## src/hdl/lfcq_pkg.sv

```systemverilog
// Shared types and constants of the line framer with command queue.
package lfcq_pkg;

  localparam logic [1:0] CMD_RX   = 2'd0;
  localparam logic [1:0] CMD_READ = 2'd1;
  localparam logic [1:0] CMD_DISC = 2'd2;
  localparam logic [1:0] CMD_FLAG = 2'd3;

  localparam logic [7:0] CH_LF = 8'h0A;
  localparam logic [7:0] CH_CR = 8'h0D;

  localparam logic [7:0] CAP_RESET = 8'd240;

  typedef struct packed {
    logic [1:0] command;
    logic [7:0] rx_byte;
  } in_beat_t;

  typedef struct packed {
    logic        read_valid;
    logic [7:0]  read_char;
    logic        line_end;
    logic        line_queued;
    logic        line_lost;
    logic        overlong;
    logic        disconnect_flag;
    logic [3:0]  queue_count;
    logic [31:0] lines_accepted;
  } out_beat_t;

  // Commands from the controller to the datapath.
  typedef struct packed {
    logic exec;       // execute a beat that needs no memory read
    logic rd_issue;   // start the character and length read of the head line
    logic rd_finish;  // complete a read beat from the registered read data
    logic load_out;   // capture the result into the output register
  } dp_cmd_t;

  // Status from the datapath to the controller.
  typedef struct packed {
    logic rd_needed;  // the offered beat is a read of a non-empty queue
  } dp_sts_t;

endpackage

```

## src/hdl/lfcq_ctrl.sv

```systemverilog
// Controller of the line framer: beat acceptance, read sequencing and output valid.
module lfcq_ctrl (
  input  logic              clk,
  input  logic              rst_n,
  input  logic              in_valid,
  output logic              in_stall,
  output logic              out_valid,
  input  logic              out_stall,
  input  lfcq_pkg::dp_sts_t sts,
  output lfcq_pkg::dp_cmd_t cmd
);

  localparam logic ST_IDLE = 1'b0;
  localparam logic ST_READ = 1'b1;

  logic state_r, state_nxt;
  logic out_valid_r, out_valid_nxt;
  logic out_free;

  assign out_free = !out_valid_r || !out_stall;

  always_comb begin
    cmd       = '0;
    state_nxt = state_r;
    in_stall  = 1'b1;
    case (state_r)
      ST_IDLE: begin
        in_stall = !out_free;
        if (in_valid && out_free) begin
          if (sts.rd_needed) begin
            cmd.rd_issue = 1'b1;
            state_nxt    = ST_READ;
          end else begin
            cmd.exec     = 1'b1;
            cmd.load_out = 1'b1;
          end
        end
      end
      ST_READ: begin
        if (out_free) begin
          cmd.rd_finish = 1'b1;
          cmd.load_out  = 1'b1;
          state_nxt     = ST_IDLE;
        end
      end
      default: begin
        state_nxt = ST_IDLE;
      end
    endcase
    out_valid_nxt = cmd.load_out || (out_valid_r && out_stall);
  end

  always_ff @(posedge clk) begin
    if (!rst_n) begin
      state_r     <= ST_IDLE;
      out_valid_r <= 1'b0;
    end else begin
      state_r     <= state_nxt;
      out_valid_r <= out_valid_nxt;
    end
  end

  assign out_valid = out_valid_r;

endmodule

```

## config.mk

```make
export PLATFORM = sky130hd
export DESIGN_NAME = lfcq_ctrl
export DESIGN_NICKNAME = d
export VERILOG_FILES = /design/src/hdl/lfcq_pkg.sv /design/src/hdl/lfcq_ctrl.sv
export SDC_FILE = /design/constraint.sdc
export NUM_CORES = 1
export LEC_CHECK = 0
export BUFFER_PORTS_ARGS = -buffer_cell sky130_fd_sc_hd__buf_2
export CAP_MARGIN = 0
export CORE_AREA = 5 5 42 44
export CTS_CLUSTER_SIZE = 14
export DETAILED_ROUTE_END_ITERATION = 10
export DIE_AREA = 0 0 47 49
export HOLD_SLACK_MARGIN = 0.15
export SETUP_SLACK_MARGIN = 0.1
export SLEW_MARGIN = 20
export SYNTH_ARGS = -nofsm -noshare
export SYNTH_HDL_FRONTEND = slang
export SYNTH_SLANG_ARGS = --single-unit
```

## constraint.sdc

```tcl
create_clock -name clk -period 0.9 [get_ports clk]
set_clock_uncertainty 0.2 [all_clocks]
set_input_delay 0.135 -clock clk [delete_from_list [all_inputs] [get_ports clk]]
set_output_delay 0.135 -clock clk [all_outputs]
set_load 0.1 [all_outputs]
```

==> reports/results.tsv, run 1 <==
metric	value	unit
hp-start	rst_n	
synth.yosys.seq_area_share	33.3	%
synthToLayoutAreaGrowth	247	%
synth_area	120	µm²
cp.required	560	ps
fin_crit_sh	172	%
grt_overflow	0	
finalCriticalPeriod	1540	ps
hold_path_class	in -> reg	
die_w	47	µm
clockBufferDepth	2	
cts_buffers	3	
max_freq	648	MHz
cp.arrival	1210	ps
clk_pin_slew	30	ps
rsz0062_at_grt	true	
syn_area_per_cell	7.51	µm²
cts_root_buf	clkbuf_4	
drtAntennaViolNets	0	
drc_errors	0	
place_inst	47	
cts_tree	built	
synth.area.mux_share	0	%
synthArstFlopShare	0	%
synth_fp_nets	21	
path_cells	a21oi_4, clkinvlp_4, buf_4, buf_12	
start_util	8.57	%
whs_path_depth	2	
instances_no_fill	53	
synthAdderAreaFrac	0	%
cp-end-kind	output port	
layout-drive-gt1-share	81.1	%
violations	negative hold slack, negative setup slack	
synth_most_common_cell	nor2_1	
die_height	49	µm
vias_per_cell	3.66	
firstDrtPassIters	4	
coreArea	1400	µm²
reg2regPathDepth	4	
startpoint	out_valid	
synth_seq_cells	2	
synthSimpleGateAreaFrac	35.4	%
synth.top_cells.by_area	dfxtp_1 (33%), nand2b_1 (10%), o31ai_2 (10%)	
ir_drop	0.398	mV
num-fill-cells	156	
grt_pass1_vias	213	
die-area	2300	µm²
layout.nets	43	
row_count	14	
gp_congestion	0.694	
synth_top_cell_area_share	33.3	%
synth_compound_area_share	25.0	%
path_delay_family	buffers and inverters	
wl_per_cell	7.89	µm
path_depth	4	
ys.flop_type	dfxtp_1	
setup_ws	-644	ps
synth_top_family_by_area	simple AND/OR/NAND/NOR gates	
synth-xor-area-share	0	%
worstPathMaxFanout	3	
portBuffers	10	
worstMarginPinSlew	253	ps
synth_edf_count	0	
maxSlewHeadroom	83.1	%
cpPeakStageDelay	340	ps
crit_slowest_cell	dfxtp_4	
synth_warnings	0	
synthCells	16	
ys_types	10	
antenna_found_initial	0	
dp_slack	-409	ps
status	complete, but fails checks	
whs	-11.8	ps
grt_max_degree	5	
crit_type	reg -> out	
cts_htree_levels	1	
critPathBufInv	3	
hold_violations	1	
dr_total_vias	194	
synth_area_leader_cell	dfxtp_1	
synth_common_cells	nor2_1 (3), a21oi_1 (2), dfxtp_1 (2), inv_1 (2), nand2b_1 (2)	
track_usage	4.92	%
worst_skew_pair.late_latency	230	ps
setup_violations	8	
grt_pass1_wl	752	µm
maxSlewViolCount	0	
r2r_start	out_valid	
drt_iter0_markers	3	
finalWirelength	418	µm
pin_count	11	
cts.sink_count	2	
n_antenna_cell	0	
leakagePower	0.171	nW
cap_violations	0	
p_per_area	1550	nW/µm²
worst_setup_path_start_kind	flop	
-- power by group --
group          total [mW]  switching [mW]  internal [mW]
Sequential          0.102         0.00672         0.0948
Combinational       0.328           0.199          0.129
Clock               0.215          0.0505          0.164
-- cell type report --
| cell class | count | area [µm²] | area share [%] |
|---|---|---|---|
| inverters | 2 | 11.3 | 2.70 |
| flip-flops and latches | 2 | 45.0 | 10.8 |
| repair buffers | 17 | 196 | 47.1 |
| clock buffers | 4 | 26.3 | 6.31 |
| well taps | 16 | 20.0 | 4.80 |
| multi-input cells | 12 | 118 | 28.2 |
-- through the flow --
step	TNS [ps]	utilization (%)	hold slack [ps]	power, mW	area (µm²)
after CTS	-3870	29.1	-18.1	0.652	408
after global routing	-4210	29.7	-9.60	0.681	417
after detailed placement	-2310	26.4	223	0.420	370
after floorplan	-4560	-	78.1	0.294	173
final	-3860	29.7	-11.8	0.644	417
after global placement	-2260	26.4	214	0.418	370
-- cells in the final DEF, fill, tap and decap left out --
master / n
a21boi_1: 1
clkbuf_1: 1
nand2_1: 1
nor2_4: 3
dfxtp_4: 1
buf_4: 6
clkbuf_4: 3
buf_12: 6
nand4_1: 1
o31ai_2: 1
dfxtp_2: 1
a21oi_4: 2
buf_6: 1
nand2b_1: 2
buf_2: 4
and2_4: 1
clkinvlp_4: 1
inv_1: 1
-- worst paths after layout --
path	to	slack [ps]
max	in_stall	-640
min	out_valid	-10
max reg2reg	state_r	-310
min reg2reg	state_r	340
-- what timing repair did --
| item | in CTS | in global routing |
|---|---|---|
| gates resized for setup | 1 | 2 |
| endpoints found under the hold margin | 2 | 2 |
| buffers inserted | 1 | 1 |
| setup endpoints to repair | 8 | 8 |
-- flip-flops by register name, summed over array words and instances, names as in the netlist --
signal and count:
state_r 1, out_valid 1
-- cells by family (layout without fill, tap and decap cells) --
family,after synthesis,in the layout
flops,2,2
compound gates,4,4
simple gates,8,8
buf+inv,2,23
-- per-layer routing --
metal	vias to the layer above	part of all wire, %	global-route usage (%)
met5	-	0	0
met4	0	4.5	6.91
met3	2	7.4	1.11
met2	7	57	7.69
met1	87	30	3.93
li1	98	-	-
Note: power is estimated with default switching activity, not from simulation.
==> run 2, diff against run 1 <==
--- a/config.mk
+++ b/config.mk
@@ -7,2 +7,3 @@
 export LEC_CHECK = 0
+export ABC_AREA = 1
 export BUFFER_PORTS_ARGS = -buffer_cell sky130_fd_sc_hd__buf_2
@@ -19 +20,2 @@
 export SYNTH_SLANG_ARGS = --single-unit
+export TNS_END_PERCENT = 5
--- a/constraint.sdc
+++ b/constraint.sdc
@@ -4,2 +4,2 @@
 set_output_delay 0.135 -clock clk [all_outputs]
-set_load 0.1 [all_outputs]
+set_load 0.02 [all_outputs]
==> run 2 against run 1 <==
  * The run still ends with negative hold slack, negative setup slack left
  * Core utilization shrank 5.4 points
  * Wire length grew 2.9%
  * Power shrank 31%
  * Cell area shrank 18%
  * Register-to-register slack gained 90 ps
  * Synthesized cell count grew 19%
  * Area after synthesis shrank 1.0%
  * Combinational power shrank 55%
==> reports/results.tsv, run 2 <==
metric	value	unit
clk_pin_slew	30	ps
wl_met2	215	µm
ir_drop	0.266	mV
num-fill-cells	178	
crit_type	reg -> out	
cts.sink_count	2	
wl_met3	35	µm
synthArstFlopShare	0	%
maxSlewViolCount	0	
row_count	14	
routed.top_layer	met3	
cts_tree	built	
synth_seq_cells	2	
clockBufferDepth	2	
synth_fp_nets	24	
cp.required	560	ps
whs	-46.6	ps
dr_total_vias	185	
synth_most_common_cell	inv_1	
finalCriticalPeriod	1260	ps
track_usage	4.36	%
cts_buffers	3	
finalWirelength	430	µm
maxSlewHeadroom	85.1	%
die-area	2300	µm²
synth_warnings	0	
cap_violations	0	
grt_overflow	0	
n_antenna_cell	0	
pin_count	11	
layout_commonest_cell	buf_4	
worst_setup_path_start_kind	flop	
setup_ws	-362	ps
instances_no_fill	54	
synth_top_cell_area_share	33.7	%
cp.arrival	930	ps
synth.top_cells.by_area	dfxtp_1 (34%), inv_1 (13%), nand2_2 (11%)	
synth.yosys.seq_area_share	33.7	%
cts_root_buf	clkbuf_4	
wl_met1	179	µm
final_cell_mix	buf_4 (6), buf_2 (5), buf_6 (5)	
cts_htree_levels	1	
drtAntennaViolNets	0	
setup_violations	8	
place_inst	48	
hold_path_class	in -> reg	
portBuffers	10	
antenna_found_initial	0	
firstDrtPassIters	2	
die_height	49	µm
synth_area	119	µm²
max_freq	793	MHz
grt_max_degree	6	
hpwl	326	µm
layout-drive-gt1-share	84.2	%
leakagePower	0.181	nW
ys.flop_type	dfxtp_1	
ys_types	10	
rsz0062_at_grt	true	
start_util	8.48	%
wl_per_cell	7.96	µm
status	complete, but fails checks	
synthToLayoutAreaGrowth	187	%
cp-end-kind	output port	
worstPathMaxFanout	4	
hold_violations	2	
synth_area_leader_cell	dfxtp_1	
gp_congestion	0.616	
syn_area_per_cell	6.26	µm²
coreArea	1400	µm²
worstMarginPinSlew	222	ps
worst_skew_pair.late_latency	220	ps
drc_errors	0	
die_w	47	µm
grt_pass1_wl	662	µm
synth_common_cells	inv_1 (4), nand2_1 (3)	
violations	negative hold slack, negative setup slack	
drt_iter0_markers	2	
total_power	446	µW
synth_edf_count	0	
fin_crit_sh	140	%
synthCells	19	
layout.nets	45	
grt_pass1_vias	188	
p_per_area	1310	nW/µm²
vias_per_cell	3.43	
run 2: cell families after synthesis:
kind of cell / share of synthesized area, %
AO/OA/AOI/OAI: 16.8
AND/OR/NAND/NOR: 30.5
flip-flops: 33.7
buffers and inverters: 18.9
run 2: worst max-delay path: stages (launching register included):
cell,delay (ps)
dfxtp_2,320
nand2_4,100
inv_4,60
a21oi_4,110
buf_6,130
run 2: stage by stage:
step	hold slack, ps	TNS [ps]	util, %	worst slack (ps)	instance area [µm²]
after floorplan	67.5	-566	-	-126	163
after global placement	177	-959	18.2	-189	255
after detailed placement	185	-960	18.2	-182	255
final	-46.6	-2070	24.4	-362	342
after global routing	-35.3	-2460	24.4	-400	342
after CTS	-52.1	-2110	22.9	-386	320
run 2: worst paths after layout:
check	startpoint	endpoint	slack [ps]	cells after the start
max	out_valid	cmd[0]	-360	4
max reg2reg	out_valid	state_r	-220	6
min reg2reg	state_r	out_valid	330	2
min	rst_n	state_r	-50	3
run 2: power by group:
group          switching, mW  leakage, nW  internal [mW]  total, mW
Clock                 0.0508       0.0138          0.147      0.198
Combinational         0.0738        0.150         0.0728      0.147
Sequential           0.00521       0.0172         0.0961      0.101
Total                  0.130        0.181          0.316      0.446
run 2: cell type report:
| class | instances | area (µm²) | area share, % |
|---|---|---|---|
| Clock buffer | 3 | 22.5 | 6.59 |
| Multi-Input combinational cell | 11 | 100 | 29.3 |
| Tap cell | 16 | 20.0 | 5.86 |
| Inverter | 6 | 30.0 | 8.79 |
| Sequential cell | 2 | 42.5 | 12.5 |
| Timing Repair Buffer | 16 | 126 | 37.0 |
run 2: timing repair:
action / in CTS / in global routing
hold endpoints to repair: 2 / 2
gates resized for setup: 11 / 2
setup buffers: 1 / 2
endpoints found under the setup margin: 8 / 8
pin swaps: 3 / 4
run 2: per-layer routing:
layer | vias up | track usage, %
met2 | 6 | 4.52
li1 | 98 | -
met4 | 0 | 5.53
met1 | 81 | 5.25
met5 | - | 0
met3 | 0 | 2.21
